File: config.mk
export PLATFORM = sky130hd
export DESIGN_NAME = psnr_lane
export DESIGN_NICKNAME = d
export VERILOG_FILES = /design/src/hw/rtl/psnr_pkg.sv /design/src/hw/rtl/psnr_lane.sv
export SDC_FILE = /design/constraint.sdc
export NUM_CORES = 1
export LEC_CHECK = 0
export ABC_AREA = 0
export BUFFER_PORTS_ARGS = -buffer_cell sky130_fd_sc_hd__buf_4
export CAP_MARGIN = 20
export CORE_MARGIN = 10
export CORE_UTILIZATION = 53
export DETAILED_ROUTE_END_ITERATION = 10
export GPL_TIMING_DRIVEN = 1
export PLACE_DENSITY_LB_ADDON = 0.1
export SYNTH_ARGS = -nofsm -noshare
export SYNTH_HDL_FRONTEND = slang
export SYNTH_SLANG_ARGS = --single-unit
File: constraint.sdc
create_clock -name vclk -period 15.7
set_input_delay 3.14 -clock vclk [all_inputs]
set_output_delay 3.14 -clock vclk [all_outputs]
set_load 0.005 [all_outputs]
File: src/hw/rtl/psnr_pkg.sv
// ----------------------------------------------------------------------------
// psnr_pkg: shared constants and types for the frame PSNR meter
// Widths, fixed-point constants and the job/result words passed between the
// accumulator and the end-of-frame calculation unit.
// ----------------------------------------------------------------------------
package psnr_pkg;

  localparam int PIXEL_COUNT_BITS = 24;
  localparam int CNT_W            = PIXEL_COUNT_BITS;
  localparam int SAMPLE_W         = 8;
  localparam int SQ_W             = 2 * SAMPLE_W;
  localparam int NUM_LANES        = 3;
  localparam int ADD_W            = SQ_W + 2;
  localparam int FAC_W            = 18;
  localparam int SSE_W            = CNT_W + FAC_W;
  localparam int CHAN_W           = 2;

  localparam logic [CNT_W-1:0] COUNT_MAX = {CNT_W{1'b1}};
  localparam logic [FAC_W-1:0] PEAK_SQ   = FAC_W'(65025);
  localparam logic [CHAN_W-1:0] CHAN_RESET = CHAN_W'(3);

  // log2 in fixed point: integer part E_W bits, fraction LOG_FRAC bits
  localparam int MANT_W   = 32;
  localparam int NORM_W   = (SSE_W > MANT_W) ? SSE_W : MANT_W;
  localparam int E_W      = $clog2(NORM_W);
  localparam int LOG_FRAC = 30;
  localparam int LOG_W    = E_W + LOG_FRAC;
  localparam int ITER_W   = $clog2(LOG_FRAC);
  localparam int D_SHIFT  = 10;
  localparam int D_W      = LOG_W - D_SHIFT;

  // dB scale = round(2560 * log10(2) * 2^28), split in two halves
  localparam int DB_W        = 38;
  localparam int DB_LO_W     = 19;
  localparam int DB_HI_W     = DB_W - DB_LO_W;
  localparam logic [DB_W-1:0] DB_SCALE = 38'd206866237836;
  localparam int PROD_W      = D_W + DB_LO_W;
  localparam int TOT_W       = D_W + DB_W;
  localparam int SCALE_SHIFT = 48;

  localparam int PSNR_W = 15;
  localparam logic [PSNR_W-1:0] PSNR_MAX = {PSNR_W{1'b1}};

  typedef struct packed {
    logic [SSE_W-1:0]  sse;
    logic [CNT_W-1:0]  count;
    logic [CHAN_W-1:0] chan;
    logic              ovf;
  } psnr_job_t;

  typedef struct packed {
    logic [PSNR_W-1:0] psnr;
    logic              ident;
    logic              ovf;
  } psnr_res_t;

endpackage

File: src/hw/rtl/psnr_lane.sv
// ----------------------------------------------------------------------------
// psnr_lane: squared difference of one colour channel
// Gives (ref - test)^2, or zero when the channel is not in use.
// ----------------------------------------------------------------------------
module psnr_lane (
  input  logic [psnr_pkg::SAMPLE_W-1:0] ref_s,
  input  logic [psnr_pkg::SAMPLE_W-1:0] test_s,
  input  logic                          enable,
  output logic [psnr_pkg::SQ_W-1:0]     sq
);

  logic [psnr_pkg::SAMPLE_W-1:0] diff_w;

  assign diff_w = (ref_s >= test_s) ? (ref_s - test_s) : (test_s - ref_s);
  assign sq     = enable ? (psnr_pkg::SQ_W'(diff_w) * psnr_pkg::SQ_W'(diff_w))
                         : '0;

endmodule

# ---- After elaboration in Yosys (flattened, before gate mapping)
# Index checks and enable logic that the tools add are counted.
dict set report word_totals {
  register_bits 0
}
dict set report op_classes {
  addsub 2
  n_mul 1
  n_lt_le_gt_ge 1
  muxes 2
}
# cell n
set op_table {}
lappend op_table {{8-bit by 8-bit multiplier with 16-bit output} 1}
lappend op_table {{16-bit 2-to-1 mux} 1}
lappend op_table {{8-bit subtractor} 2}
lappend op_table {{8-bit greater-or-equal comparator} 1}
lappend op_table {{8-bit 2-to-1 mux} 1}

# ---- Longest topological paths before layout
dict set report logic_depth {
  depth_word 4
  depth_mapped 27
}

# ---- Worst setup path after synthesis
# OpenSTA, ideal clock, no wires.
dict set report synth_timing {
  path_type {input-to-output}
  from {in ref_s[0] in the netlist's numbering}
  to {out sq[14] in the netlist's numbering}
  arrival_time_ns 9.025
  required_ns 12.560
  path_slack_ns 3.535
  cell_stages 25
  cell_sequence {inv_1 ha_1 inv_1 fa_1 a21o_1 o21a_1 o41a_1 buf_6 mux2i_2 xor2_2 or2_1 inv_1 fa_1 fa_1 inv_1 fa_1 fa_1 inv_1 ha_1 nor4_1 o21ai_0 and3_1 a311o_1 xor2_1 and2_1}
}
dict set report synth_between {
  elab_chain_cells 4
}
# element line
set synth_rtl {}
lappend synth_rtl {{start, declared} psnr_lane.sv:6} ;# input logic [psnr_pkg::SAMPLE_W-1:0] ref_s,
lappend synth_rtl {{8-bit subtractor or 8-bit greater-or-equal comparator (tied branches)} psnr_lane.sv:14} ;# assign diff_w = (ref_s >= test_s) ? (ref_s - test_s) : (test_s - ref_s);
lappend synth_rtl {{8-bit 2-to-1 mux (*)} psnr_lane.sv:14}
lappend synth_rtl {{8-bit by 8-bit multiplier with 16-bit output (*)} psnr_lane.sv:15} ;# assign sq = enable ? (psnr_pkg::SQ_W'(diff_w) * psnr_pkg::SQ_W'(diff_w))
lappend synth_rtl {{16-bit 2-to-1 mux (*)} psnr_lane.sv:15}
lappend synth_rtl {{end, declared} psnr_lane.sv:9} ;# output logic [psnr_pkg::SQ_W-1:0] sq
# Mark *: on every way between the ends. The rest lies on a longest branch, timed or not.

# ---- Worst setup path after layout
# Ends and elaborated chain as after synthesis.

==> reports/results.ini <==
[sta]
post-route-period-util=0.826
slew_violations=0
grt_setup_unrepaired=no
timing.final.crit_period_ps=12960
setup_violations=0
hold_viol=0
worst_slew_pin_slew_ps=943
worst_slew_margin_relative_to_its_limit=0.367
max_freq_mhz=77.1
totalNegativeSetupSlack_ps=0

[cells_and_area]
layout.cells.most_common_list=69 x sky130_fd_sc_hd__inv_1, 45 x sky130_fd_sc_hd__ha_1, 32 x sky130_fd_sc_hd__buf_4, 28 x sky130_fd_sc_hd__nor2_1, 27 x sky130_fd_sc_hd__fa_1
final_layout_size_suffix_gt1_frac=0.146
clock_buffers=0
area_growth_pct=10.3
layout_commonest_cell=sky130_fd_sc_hd__inv_1
num-fill-cells=443
sequential_cell_area_um2=0
antenna_cells_inserted=0
num-nets-final=419
flops_and_latches=0

[run]
drv_cap=0

[synth]
syn-instance-count=306
yosysUniqueCellTypes=49
yosys_warnings=0
number_of_nets_in_the_synthesized_netlist=395
synth.cell_area_mm2=0.00241
ys_seq_area_frac=0
syn_avg_cell_area_um2=7.88

[detailed_routing]
detailedRoute.firstPassIterationCount=4
detail_route.drc_violations=0
drt_first_iter_violations=50
postRouteWirelength_um=4590
avgViaCountPerCell=5.14
routedWlPerCell_um=12.1
vias=1952
residual_antenna_violating_net_count_after_detailed_routing=0

[critical_path]
timing.setup.critical_path_class=primary input to primary output
crit_path_max_incr_delay_ps=760
arrival_ps=9820
worstSetupEndpointType=primary output
critical_path_required_ps=12560
critical-path-slowest-cell=sky130_fd_sc_hd__xnor2_1
crit_path_start_kind=primary input
path_common_cell=sky130_fd_sc_hd__fa_1
worst-path-max-fanout=11

[cts]
ctsHoldBuffers=0
postCtsSetupBuffers=0
cts_resized=0

[die]
pin_count=33
die_height_um=87.4
core_area_mm2=0.00438
design.die.area_mm2=0.00765
initial_core_util=0.550
placement_rows=24
die_width_um=87.4

[place]
routabilityCongestion=0.881
port_buffers=32
place_hpwl_um=4040

[global_routing]
grt_first_pass_wirelength_um=8940
antenna_found_initial=0
grt.total_usage=0.132
first_global_vias=2090
largest_net_degree_at_the_start_of_global_routing=16
grt.overflow.total=0

[hold_path]
worstHoldStart=enable
min_to=sq[2]
min-delay-path-class=primary input to primary output
hold_path_depth=4

[status]
run_status=finished, final reports clean

[how the worst max path moves through the flow]
| stage | startpoint | to | cells after the start |
|---|---|---|---|
| 2_1_floorplan | ref_s[0] | sq[14] | 25 |
| 3_3_place_gp | ref_s[0] | sq[14] | 25 |
| 3_5_place_dp | ref_s[0] | sq[14] | 25 |
| 4_1_cts | ref_s[0] | sq[14] | 25 |
| 5_1_grt | ref_s[0] | sq[15] | 26 |
| 6_report | ref_s[0] | sq[14] | 25 |
[logic make-up after synthesis]
logic type / after synthesis / share of synthesized area
and+or+nand+nor: 80 / 0.172
buffers and inverters: 79 / 0.131
adders and majority gates: 72 / 0.458
AOI/OAI and AO/OA: 49 / 0.129
xor gates and xnor gates: 18 / 0.0716
muxes: 7 / 0.0363
other: 1 / 0.00156
[through the flow]
stage	std cells	hold slack, ps	cell area, um^2	setup slack, ps	utilization
after floorplan	306	6400	2410	3530	-
after global placement	380	6660	2660	2800	0.606
after detailed placement	380	6660	2660	2720	0.606
after CTS	380	6660	2660	2720	0.606
after global routing	380	6690	2660	2240	0.606
final	380	6660	2660	2740	0.606
[routing by layer]
layer,part of all wire,global-route usage,vias up
met5,0,0,-
met4,0.0035,0.00435,0
met3,0.023,0.00749,2
met2,0.51,0.248,15
met1,0.46,0.168,920
li1,-,-,1015
[synth_stat cells, types with 2 or more instances]
cell / number / area, um^2
sky130_fd_sc_hd__o21a_1: 2 / 15.0
sky130_fd_sc_hd__and3_1: 3 / 18.8
sky130_fd_sc_hd__a21o_1: 8 / 60.1
sky130_fd_sc_hd__nor2_1: 28 / 105
sky130_fd_sc_hd__a31oi_1: 3 / 18.8
sky130_fd_sc_hd__buf_6: 2 / 22.5
sky130_fd_sc_hd__fa_1: 27 / 541
sky130_fd_sc_hd__o21ai_0: 11 / 55.1
sky130_fd_sc_hd__nand2b_1: 3 / 18.8
sky130_fd_sc_hd__nor2_2: 2 / 12.5
sky130_fd_sc_hd__or2_2: 7 / 43.8
sky130_fd_sc_hd__xnor2_1: 12 / 105
sky130_fd_sc_hd__inv_1: 69 / 259
sky130_fd_sc_hd__a21oi_1: 14 / 70.1
sky130_fd_sc_hd__nor2b_1: 5 / 31.3
sky130_fd_sc_hd__and2_1: 9 / 56.3
sky130_fd_sc_hd__xor2_1: 4 / 35.0
sky130_fd_sc_hd__nor3_1: 3 / 15.0
sky130_fd_sc_hd__mux2i_1: 4 / 40.0
sky130_fd_sc_hd__nand3_1: 2 / 10.0
sky130_fd_sc_hd__nand2_1: 8 / 30.0
sky130_fd_sc_hd__nor3b_1: 2 / 15.0
sky130_fd_sc_hd__clkbuf_1: 6 / 22.5
sky130_fd_sc_hd__a31o_2: 2 / 17.5
sky130_fd_sc_hd__and3b_1: 2 / 17.5
sky130_fd_sc_hd__ha_1: 45 / 563
[worst max-delay path, delay by kind of cell]
family,cells,cell delay [ps]
xor+xnor,2,900
compound gates,5,1480
buf+inv,6,430
mux,1,190
simple gates,4,810
fa+ha+maj,7,2860
[cell type report]
cell class	count	area (um^2)	area share
multi-input cells	227	2090	0.788
inverters	69	259	0.0974
repair buffers	32	240	0.0904
well taps	52	65.1	0.0245
Power is left out: the tool's default activity adds up to more than one toggle a clock period on the data nets, which glitch-free logic cannot reach.
